--- src/rtl/ufds_pkg.sv ---
// Shared types and constants of the fractional UART divider solver.
// No dependencies.
package ufds_pkg;

    // field widths
    localparam int unsigned CLK_W  = 27;
    localparam int unsigned BAUD_W = 24;
    localparam int unsigned M_W    = 10;
    localparam int unsigned N_W    = 9;

    // operand width of the shared divider: baud * 16 needs BAUD_W + 4 bits
    localparam int unsigned OP_W = BAUD_W + 4;

    // oversampling as a left shift of the baud rate
    localparam int unsigned OVS4_SHIFT  = 2;
    localparam int unsigned OVS16_SHIFT = 4;

    localparam logic [CLK_W-1:0] CLOCK_RESET = CLK_W'(24000000);

    localparam int unsigned M_LIMIT_DEF = 1023;
    localparam int unsigned N_LIMIT_DEF = 511;

    // divider request
    typedef struct packed {
        logic            start;
        logic [OP_W-1:0] dividend;
        logic [OP_W-1:0] divisor;
    } ufds_div_req_t;

    // divider response
    typedef struct packed {
        logic            done;
        logic [OP_W-1:0] quo;
        logic [OP_W-1:0] rem;
    } ufds_div_rsp_t;

endpackage

--- src/rtl/ufds_div.sv ---
// Shared restoring divider: one quotient bit per cycle.
// Depends on ufds_pkg.
module ufds_div
    import ufds_pkg::*;
(
    input  logic          clk,
    input  logic          rst_n,
    input  ufds_div_req_t req,
    output ufds_div_rsp_t rsp
);

    localparam int unsigned CNT_W = $clog2(OP_W + 1);

    logic [CNT_W-1:0] cnt_reg;
    logic [OP_W-1:0]  quo_reg;
    logic [OP_W-1:0]  rem_reg;
    logic [OP_W-1:0]  div_reg;
    logic             done_reg;

    logic [OP_W:0]    trial;
    logic             fits;
    logic [OP_W:0]    diff;

    // one trial subtraction
    assign trial = {rem_reg, quo_reg[OP_W-1]};
    assign fits  = (trial >= {1'b0, div_reg});
    assign diff  = trial - {1'b0, div_reg};

    // control: step counter and done pulse
    always_ff @(posedge clk or negedge rst_n)
    begin
        if (!rst_n)
        begin
            cnt_reg  <= '0;
            done_reg <= 1'b0;
        end
        else
        begin
            done_reg <= 1'b0;
            if (req.start)
            begin
                cnt_reg <= CNT_W'(OP_W);
            end
            else if (cnt_reg != '0)
            begin
                cnt_reg <= cnt_reg - 1'b1;
                if (cnt_reg == CNT_W'(1))
                begin
                    done_reg <= 1'b1;
                end
            end
        end
    end

    // datapath: shift remainder, record quotient bit
    always_ff @(posedge clk)
    begin
        if (req.start)
        begin
            quo_reg <= req.dividend;
            rem_reg <= '0;
            div_reg <= req.divisor;
        end
        else if (cnt_reg != '0)
        begin
            quo_reg <= {quo_reg[OP_W-2:0], fits};
            rem_reg <= fits ? diff[OP_W-1:0] : trial[OP_W-1:0];
        end
    end

    assign rsp.done = done_reg;
    assign rsp.quo  = quo_reg;
    assign rsp.rem  = rem_reg;

endmodule

--- src/rtl/uart_fractional_divider_solver.sv ---
// Fractional UART clock divider solver, top level.
// Depends on ufds_pkg and ufds_div.
//
// Usage:
//   cfg_valid/cfg_ready/cfg_data write the source clock in hertz (reset value
//   24 MHz). cfg_ready is high while the block is idle.
//   A request is taken on a clock edge with start high and busy low; baud_rate
//   is sampled there. busy stays high until the result is out.
//   The result (ok, mul_m, div_n, oversample_sel) is shown for exactly one
//   cycle with done high; the receiver cannot stall it, and busy falls in
//   that same cycle, so the next start can be taken on its closing edge.
// Arithmetic:
//   All arithmetic goes through one restoring divider, one quotient bit per
//   cycle. A try costs one division per Euclid step plus two for the
//   reductions; Euclid on 28-bit operands takes at most about 40 steps.
//   A request makes at most two tries, x4 oversampling first, then x16.
// Reset: asynchronous, active low; returns to idle, clock register to 24 MHz.
module uart_fractional_divider_solver
    import ufds_pkg::*;
#(
    parameter int unsigned M_LIMIT = M_LIMIT_DEF,
    parameter int unsigned N_LIMIT = N_LIMIT_DEF
)
(
    input  logic              clk,
    input  logic              rst_n,
    // configuration
    input  logic              cfg_valid,
    output logic              cfg_ready,
    input  logic [CLK_W-1:0]  cfg_data,
    // request
    input  logic              start,
    output logic              busy,
    input  logic [BAUD_W-1:0] baud_rate,
    // result
    output logic              done,
    output logic              ok,
    output logic [M_W-1:0]    mul_m,
    output logic [N_W-1:0]    div_n,
    output logic              oversample_sel
);

    localparam logic [OP_W-1:0] M_LIM = OP_W'(M_LIMIT);
    localparam logic [OP_W-1:0] N_LIM = OP_W'(N_LIMIT);

    typedef enum logic [2:0] {
        ST_IDLE,
        ST_PREP,
        ST_EUC,
        ST_WAIT_R,
        ST_WAIT_M,
        ST_ISS_N,
        ST_WAIT_N,
        ST_NEXT
    } state_t;

    state_t              state_reg;
    logic [CLK_W-1:0]    clk_hz_reg;
    logic [BAUD_W-1:0]   baud_reg;
    logic                sel_reg;
    logic [OP_W-1:0]     x_reg;
    logic [OP_W-1:0]     y_reg;
    logic [OP_W-1:0]     m_reg;
    logic                done_reg;
    logic                ok_reg;
    logic [M_W-1:0]      mul_m_reg;
    logic [N_W-1:0]      div_n_reg;
    logic                sel_out_reg;

    logic [OP_W-1:0]     clk_ext;
    logic [OP_W-1:0]     target;
    ufds_div_req_t       div_req;
    ufds_div_rsp_t       div_rsp;

    assign clk_ext = {{(OP_W-CLK_W){1'b0}}, clk_hz_reg};

    // target = baud * 4 or baud * 16
    assign target = sel_reg ? ({4'b0, baud_reg} << OVS16_SHIFT)
                            : ({4'b0, baud_reg} << OVS4_SHIFT);

    // divider issue: Euclid remainder, clk / gcd, target / gcd
    always_comb
    begin
        div_req.start    = 1'b0;
        div_req.dividend = x_reg;
        div_req.divisor  = y_reg;
        unique case (state_reg)
            ST_EUC:
            begin
                if (y_reg != '0)
                begin
                    div_req.start = 1'b1;
                end
                else
                begin
                    div_req.start    = (x_reg != '0);
                    div_req.dividend = clk_ext;
                    div_req.divisor  = x_reg;
                end
            end
            ST_ISS_N:
            begin
                div_req.start    = 1'b1;
                div_req.dividend = target;
                div_req.divisor  = x_reg;
            end
            default:
            begin
                div_req.start = 1'b0;
            end
        endcase
    end

    ufds_div u_div (
        .clk   (clk),
        .rst_n (rst_n),
        .req   (div_req),
        .rsp   (div_rsp)
    );

    // configuration register
    assign cfg_ready = (state_reg == ST_IDLE);

    always_ff @(posedge clk or negedge rst_n)
    begin
        if (!rst_n)
        begin
            clk_hz_reg <= CLOCK_RESET;
        end
        else if (cfg_valid && cfg_ready)
        begin
            clk_hz_reg <= cfg_data;
        end
    end

    // sequencer with registered result
    always_ff @(posedge clk or negedge rst_n)
    begin
        if (!rst_n)
        begin
            state_reg   <= ST_IDLE;
            done_reg    <= 1'b0;
            sel_reg     <= 1'b0;
            baud_reg    <= '0;
            x_reg       <= '0;
            y_reg       <= '0;
            m_reg       <= '0;
            ok_reg      <= 1'b0;
            mul_m_reg   <= '0;
            div_n_reg   <= '0;
            sel_out_reg <= 1'b0;
        end
        else
        begin
            done_reg <= 1'b0;
            unique case (state_reg)
                ST_IDLE:
                begin
                    if (start)
                    begin
                        baud_reg  <= baud_rate;
                        sel_reg   <= 1'b0;
                        state_reg <= ST_PREP;
                    end
                end
                ST_PREP:
                begin
                    x_reg     <= clk_ext;
                    y_reg     <= target;
                    state_reg <= ST_EUC;
                end
                ST_EUC:
                begin
                    if (y_reg != '0)
                    begin
                        state_reg <= ST_WAIT_R;
                    end
                    else if (x_reg != '0)
                    begin
                        state_reg <= ST_WAIT_M;
                    end
                    else
                    begin
                        // zero gcd: try rejected
                        state_reg <= ST_NEXT;
                    end
                end
                ST_WAIT_R:
                begin
                    if (div_rsp.done)
                    begin
                        x_reg     <= y_reg;
                        y_reg     <= div_rsp.rem;
                        state_reg <= ST_EUC;
                    end
                end
                ST_WAIT_M:
                begin
                    if (div_rsp.done)
                    begin
                        m_reg     <= div_rsp.quo;
                        state_reg <= ST_ISS_N;
                    end
                end
                ST_ISS_N:
                begin
                    state_reg <= ST_WAIT_N;
                end
                ST_WAIT_N:
                begin
                    if (div_rsp.done)
                    begin
                        if ((m_reg <= M_LIM) && (div_rsp.quo <= N_LIM))
                        begin
                            ok_reg      <= 1'b1;
                            mul_m_reg   <= m_reg[M_W-1:0];
                            div_n_reg   <= div_rsp.quo[N_W-1:0];
                            sel_out_reg <= sel_reg;
                            done_reg    <= 1'b1;
                            state_reg   <= ST_IDLE;
                        end
                        else
                        begin
                            state_reg <= ST_NEXT;
                        end
                    end
                end
                ST_NEXT:
                begin
                    if (!sel_reg)
                    begin
                        sel_reg   <= 1'b1;
                        state_reg <= ST_PREP;
                    end
                    else
                    begin
                        // both tries failed
                        ok_reg      <= 1'b0;
                        mul_m_reg   <= '0;
                        div_n_reg   <= '0;
                        sel_out_reg <= 1'b0;
                        done_reg    <= 1'b1;
                        state_reg   <= ST_IDLE;
                    end
                end
                default:
                begin
                    state_reg <= ST_IDLE;
                end
            endcase
        end
    end

    assign busy           = (state_reg != ST_IDLE);
    assign done           = done_reg;
    assign ok             = ok_reg;
    assign mul_m          = mul_m_reg;
    assign div_n          = div_n_reg;
    assign oversample_sel = sel_out_reg;

endmodule

--- config.mk ---
export PLATFORM = sky130hd
export DESIGN_NAME = uart_fractional_divider_solver
export DESIGN_NICKNAME = d
export VERILOG_FILES = /design/src/rtl/ufds_pkg.sv /design/src/rtl/ufds_div.sv /design/src/rtl/uart_fractional_divider_solver.sv
export SDC_FILE = /design/constraint.sdc
export NUM_CORES = 1
export LEC_CHECK = 0
export ABC_AREA = 1
export ABC_CLOCK_PERIOD_IN_PS = 3240
export BUFFER_PORTS_ARGS = -buffer_cell sky130_fd_sc_hd__buf_2
export CAP_MARGIN = 0
export CELL_PAD_IN_SITES_DETAIL_PLACEMENT = 0
export CELL_PAD_IN_SITES_GLOBAL_PLACEMENT = 2
export CORE_MARGIN = 2
export CORE_UTILIZATION = 36
export CTS_CLUSTER_DIAMETER = 60
export CTS_CLUSTER_SIZE = 25
export DETAILED_ROUTE_END_ITERATION = 7
export GPL_ROUTABILITY_DRIVEN = 0
export PLACE_DENSITY_LB_ADDON = 0.1
export SLEW_MARGIN = 10
export SYNTH_ARGS = -nofsm -noshare
export SYNTH_HDL_FRONTEND = slang
export SYNTH_SLANG_ARGS = --single-unit
--- constraint.sdc ---
create_clock -name clk -period 3.24 [get_ports clk]
set_input_delay 0.162 -clock clk [delete_from_list [all_inputs] [get_ports clk]]
set_output_delay 0.162 -clock clk [all_outputs]
set_load 0.005 [all_outputs]
==> qor.txt, run 1 <==
Ys async rst share: 66.5%
Largest net degree at the start of global routing: 105
CORE AREA: 38,800 um2
Clock Tree Root: clkbuf_16
WS Path Type: flop to flop
CP Capture Type: flop
IO Pins: 79
Required @ worst endpoint: 3.72 ns
Synth-to-layout area growth: 17.7%
Worst Path Max Fanout: 15
Register bit total from synthesis: 251
Critical path launch point type: flop
Clock latency on the worst-skew pair: 0.60 ns
Clock skew: 0.0277 ns
CTS sink count: 251
Input/output buffers: 78
# fillers: 4,097
Cell Pwr Density: 1110 nW/um2
Layout Cell Area excl Fill: 16,700 um2
DRC viols: 0
Final min period: 2.66 ns
Max Clock Freq: 375 MHz
RSZ-0062 raised after global routing: no
Vias: 12,600
Worst-Margin Slew: 1.01 ns
Dominant synthesized flop cell: dfrtp_1
Cts repair resizes: 0
WHS Path Cells: 5
Total gr overflow: 0
Final WL: 47.9 mm
Avg Inst Size Synth: 7.56 um2
Synth cell types: 45
Syn nets: 1,968
Tcrit/Tclk final: 82.2%
CP arrival: 3.15 ns
Die width: 203 um
First-pass GRT wire length: 74.3 mm
ANT cells: 0
Cell Rows: 72
Max Slew Vio Count: 0
Vias per inst: 4.96
Clock Tree Buf Depth: 3
CTS buffer count: 31
Setup TNS: 0 ns
Worst min-delay path category: primary input to flop
Final setup vio count: 0
Die height: 203 um
Worst reg2reg path depth: 13
LEAKAGE: 0.00840 uW
Max IR drop VDD: 0.443 mV
Final ANT Viol Nets: 0
Initial Utilization: 36.6%
Reg clk slew, reported paths: 0.07 ns
Seq/Total Area, Yosys: 45.3%
Cell area after synthesis: 14,200 um2
Share of layout cells above drive strength 1: 12.2%
Routed WL per cell: 18.9 um
Slew margin rel.: 31.8%
CTS tree: yes
Syn Inst Count: 1,881
Total Routing Usage GR: 23.6%
Die ar.: 41,100 um2
Initial antenna violation count: 0
Final hold vios: 0
1st-iter DRT viols: 890
Max H-tree Level: 1
Max Cap Viol: 0
HPWL Detailed: 35.6 mm
Yosys warnings: 0
Area after DPL: 15,000 um2
Vias in the first global route: 12,600
Run status: complete, no violations
DR pass1 iterations: 6
Nets: 2,080
Final design utilization: 43.1%
EDFF count, synth: 56
worst max-delay path, cell delays in order (launching register included):
cell and delay, ns:
dfxtp_1 0.35, ha_1 0.37, nand2_1 0.12, inv_1 0.09
nand2_1 0.08, nor3_1 0.37, nand2_1 0.09, nand2_1 0.15
nand2_1 0.08, nand3_2 0.34, buf_4 0.28, nand2_1 0.09
nand3_1 0.09, nand2_1 0.05
worst paths after layout:
check                                  start  slack [ns]                end
setup / recovery           u_div.rem_reg[10]        0.58   u_div.rem_reg[4]
hold / removal                         start        0.05       baud_reg[23]
setup reg to reg           u_div.rem_reg[10]        0.58   u_div.rem_reg[4]
hold reg to reg            u_div.rem_reg[18]        0.48  u_div.rem_reg[18]
max in group asynchronous              rst_n        2.15     clk_hz_reg[13]
min in group asynchronous              rst_n        0.18          y_reg[20]
cells by family (layout without fill, tap and decap cells):
kind of cell,Yosys count,count (layout),share of synthesized area (%)
mux,22,22,1.74
fa+ha+maj,32,32,2.87
buf+inv,368,504,11.0
simple gates,904,904,27.0
compound gates,291,291,11.4
xor+xnor,13,13,0.801
flops,251,251,45.3
metrics by stage:
stage               std cells  total power, uW  hold slack (ns)  worst slack (ns)
finish                   2535            18500           0.0457             0.576
global route             2535            20000           0.0856             0.301
CTS                      2535            18700           0.0266             0.591
detailed placement       2426            14600            0.276             0.612
global placement         2426            14500            0.273             0.600
floorplan                1881            11600           -0.134             0.924
synth_stat cells, types with 10 or more instances:
| library cell | count | area (um2) |
|---|---|---|
| nand2_1 | 552 | 2070 |
| nor2_1 | 163 | 612 |
| a21oi_1 | 97 | 485 |
| nand3_1 | 114 | 571 |
| inv_1 | 272 | 1020 |
| buf_2 | 32 | 160 |
| xnor2_1 | 11 | 96.3 |
| dfxtp_1 | 28 | 561 |
| buf_6 | 14 | 158 |
| o21ai_0 | 128 | 641 |
| clkbuf_1 | 23 | 86.3 |
| ha_1 | 31 | 388 |
| o211ai_1 | 54 | 405 |
| dfstp_2 | 10 | 263 |
| edfxtp_1 | 56 | 1680 |
| dfrtp_1 | 157 | 3930 |
| inv_2 | 18 | 67.6 |
| mux2_2 | 22 | 248 |
| nand4_1 | 26 | 163 |
metal layers:
layer	track usage, %	share of wire, %
met1	33.2	48
met2	39.1	46
met3	2.46	3.6
met4	5.74	2.5
met5	0	0
final cells by class:
type / instances / area, um2 / area share, %
multi-input combinational: 1262 / 6220 / 37.2
clock buffer: 33 / 815 / 4.87
tap: 518 / 648 / 3.87
inverter: 290 / 1090 / 6.51
sequential: 251 / 6430 / 38.5
timing repair buffer: 157 / 1160 / 6.92
clock inverter: 24 / 360 / 2.15
cells in the final DEF (no fill, tap or decap), types with 2 or more instances in the layout:
master,netlist,layout
inv_8,0,4
dfrtp_1,157,157
nor2_4,4,4
inv_6,0,5
xor2_1,2,2
ha_1,31,31
mux2_2,22,22
buf_4,9,24
edfxtp_1,56,56
nor3_4,2,2
buf_2,32,77
nand2_1,552,551
o21ai_0,128,128
clkinv_2,0,2
xnor2_1,11,11
dfxtp_1,28,28
clkbuf_16,0,32
dfstp_2,10,10
inv_1,272,272
inv_2,18,18
a21oi_1,97,97
buf_12,0,3
o22ai_1,4,4
nand4_1,26,26
and2_1,2,2
nor4_4,2,2
nor2_2,8,9
clkinv_8,0,6
o21bai_1,3,3
nand3_2,2,2
nor4_1,5,5
bufinv_16,0,4
o211ai_1,54,54
nor2_1,163,162
nor3_1,5,5
nand2_4,2,2
nand2_2,8,9
nand3_1,114,114
dlygate4sd3_1,0,52
nand3b_1,4,4
what timing repair did:
item                      CTS  global route
setup buffers               0             0
hold endpoints to repair  121             0
hold buffers               52             0
where the power goes:
part	switching, uW	internal (uW)	total [uW]	leakage, uW
combinational	6210	2860	9060	0.00494
clock	1700	2250	3950	0.000571
sequential	815	4680	5490	0.00289
total	8720	9790	18500	0.00840
Power figures use the tool's default switching activity.
==> inputs of run 2 (changes only) <==
--- a/config.mk
+++ b/config.mk
@@ -6,7 +6,7 @@
 export NUM_CORES = 1
 export LEC_CHECK = 0
 export ABC_AREA = 1
-export ABC_CLOCK_PERIOD_IN_PS = 3240
+export ABC_CLOCK_PERIOD_IN_PS = 2500
 export BUFFER_PORTS_ARGS = -buffer_cell sky130_fd_sc_hd__buf_2
 export CAP_MARGIN = 0
 export CELL_PAD_IN_SITES_DETAIL_PLACEMENT = 0
==> constraint.sdc (replaced) <==
create_clock -name clk -period 2.5 [get_ports clk]
set_input_delay 0.125 -clock clk [delete_from_list [all_inputs] [get_ports clk]]
set_output_delay 0.125 -clock clk [all_outputs]
set_load 0.005 [all_outputs]
==> qor.txt, run 2 (synthesized netlist as in run 1, its figures left out) <==
Run status: complete, no violations
Clock Tree Root: clkbuf_16
First-pass GRT wire length: 75.2 mm (+1.2%)
Worst Path Max Fanout: 20 (+5)
Reg clk slew, reported paths: 0.07 ns (about the same)
Worst min-delay path category: primary input to asynchronous set/reset pin
Worst hold margin: 0.154 ns (+0.108 ns)
CP Capture Type: flop
Commonest non-fill, non-tap cells in the layout: 550 x nand2_1, 272 x inv_1, 162 x nor2_1
Critical path launch point type: flop
Sw frac: 47.1% (about the same)
Vias: 12,800 (+1.6%)
Initial antenna violation count: 0 (unchanged)
Initial Utilization: 36.6% (unchanged)
Post-CTS Setup Inserts: 0 (unchanged)
Max Clock Freq: 426 MHz (+14%)
ANT cells: 0 (unchanged)
Commonest non-fill, non-tap cell in the layout: nand2_1
Max stage delay cell, worst path: dfrtp_1
Layout Cell Area excl Fill: 17,000 um2 (+1.4%)
Final hold vios: 0 (unchanged)
CTS tree: yes
HPWL Detailed: 36.3 mm (+2.1%)
Input/output buffers: 78 (unchanged)
DRC viols: 0 (unchanged)
Die ar.: 41,100 um2 (unchanged)
IO Pins: 79 (unchanged)
Largest net degree at the start of global routing: 110 (+4.8%)
Synth-to-layout area growth: 19.4%
Die width: 203 um (unchanged)
Cell Pwr Density: 1410 nW/um2 (+27%)
Final design utilization: 43.7% (+0.62 points)
Pint: 12,600 uW (+29%)
RSZ-0062 raised after global routing: yes
Die height: 203 um (unchanged)
Cell Rows: 72 (unchanged)
Max H-tree Level: 1 (unchanged)
Largest stage delay on the critical path: 0.38 ns (about the same)
CTS buffer count: 31 (unchanged)
Total power: 23,900 uW (+29%)
Routed WL per cell: 18.9 um (-0.16%)
LEAKAGE: 0.00854 uW (+1.6%)
P_sw: 11,300 uW (+29%)
Final ANT Viol Nets: 0 (unchanged)
Final min period: 2.35 ns (-0.318 ns)
Vias in the first global route: 12,800 (+1.8%)
Buffers & Inverters on Critical Path: 3 (+1)
Clock Tree Buf Depth: 3 (unchanged)
CTS sink count: 251 (unchanged)
Clock skew: 0.0371 ns (+0.00938 ns)
Slew margin rel.: 46.3% (+14 points)
Seq pwr share: 29.8% (about the same)
Max Cap Viol: 0 (unchanged)
Total gr overflow: 0 (unchanged)
Max IR drop VDD: 0.596 mV (+35%)
DR pass1 iterations: 5 (-1)
Total Routing Usage GR: 23.8% (+0.22 points)
Combinational share of power: 51.1% (+2.1 points)
Required @ worst endpoint: 2.88 ns (-0.84 ns)
Top delay family on crit path: simple AND/OR/NAND/NOR gates
Tcrit/Tclk final: 93.8% (+12 points)
Worst-Margin Slew: 0.806 ns (-0.206 ns)
Clock group share of total power: 19.1% (-2.2 points)
WS Path Type: flop to flop
Vias per inst: 4.97 (+0.28%)
Share of layout cells above drive strength 1: 13.8% (+1.6 points)
Area after DPL: 15,300 um2 (+2.0%)
Clock latency on the worst-skew pair: 0.60 ns (about the same)
Nets: 2,113 (+1.6%)
Final WL: 48.5 mm (+1.2%)
Max Slew Vio Count: 0 (unchanged)
1st-iter DRT viols: 968 (+8.8%)
CP arrival: 2.72 ns (-0.43 ns)
Cell Chain, Critical Path: inv_1 -> nand4_1 -> nor2_1 -> nand2_1 -> nor2_4 -> nand2_2 -> nand2_2 -> buf_12 -> buf_4 -> nor2_1 -> a21oi_1
Final setup vio count: 0 (unchanged)
CORE AREA: 38,800 um2 (unchanged)
[run 2: worst paths after layout]
| kind | from | endpoint | slack [ns] | depth (start not counted) |
|---|---|---|---|---|
| worst max-delay path | y_reg[7] | u_div.div_reg[16] | 0.15 | 11 |
| max in group asynchronous | rst_n | clk_hz_reg[21] | 1.54 | 3 |
| min in group clk | baud_rate[7] | baud_reg[7] | 0.26 | 4 |
| worst min register to register | u_div.rem_reg[20] | u_div.rem_reg[20] | 0.47 | 2 |
| worst min-delay path | rst_n | y_reg[20] | 0.15 | 2 |
| worst max register to register | y_reg[7] | u_div.div_reg[16] | 0.15 | 11 |
[run 2: repair_timing]
action,4_1_cts,5_1_grt
hold endpoints to repair,116,0
setup endpoints to repair,0,33
hold buffers,53,0
resized for setup,0,6
[run 2: per-stage QoR]
| step | setup slack (ns) | setup TNS, ns | std cells |
|---|---|---|---|
| floorplan | 0.184 | 0 | 1881 |
| global placement | 0.114 | 0 | 2456 |
| global route | -0.0370 | -0.126 | 2569 |
| CTS | 0.0403 | 0 | 2567 |
| detailed placement | 0.104 | 0 | 2456 |
| finish | 0.155 | 0 | 2569 |
[run 2: power groups by stage]
stage | combinational [uW] | clock, uW | sequential (uW)
after floorplan | 8230 | 0 | 6800
after global placement | 12000 | 0 | 7200
after detailed placement | 12100 | 0 | 7210
after CTS | 12200 | 4690 | 7150
after global routing | 13800 | 4840 | 7340
final | 12200 | 4570 | 7140
[run 2: layout make-up]
type	count	area [um2]
Fill cell	4077	21900
Sequential cell	251	6430
Multi-Input combinational cell	1263	6260
Timing Repair Buffer	189	1490
Inverter	290	1090
Clock buffer	33	783
Tap cell	518	648
Clock inverter	25	262
[run 2: per-layer routing]
metal  share of wire [%]  track usage (%)  wire [um]
met5                   0                0          0
met4                 2.4             5.14       1150
met3                 5.4             3.56       2620
met2                  46             40.1      22500
met1                  46             32.5      22200
[run 2: worst reg2reg max path, stage by stage, from the launching register on]
cell and delay (ns):
dfrtp_1 0.38, inv_1 0.12, nand4_1 0.16, nor2_1 0.20
nand2_1 0.12, nor2_4 0.21, nand2_2 0.09, nand2_2 0.22
buf_12 0.21, buf_4 0.16, nor2_1 0.04, a21oi_1 0.23
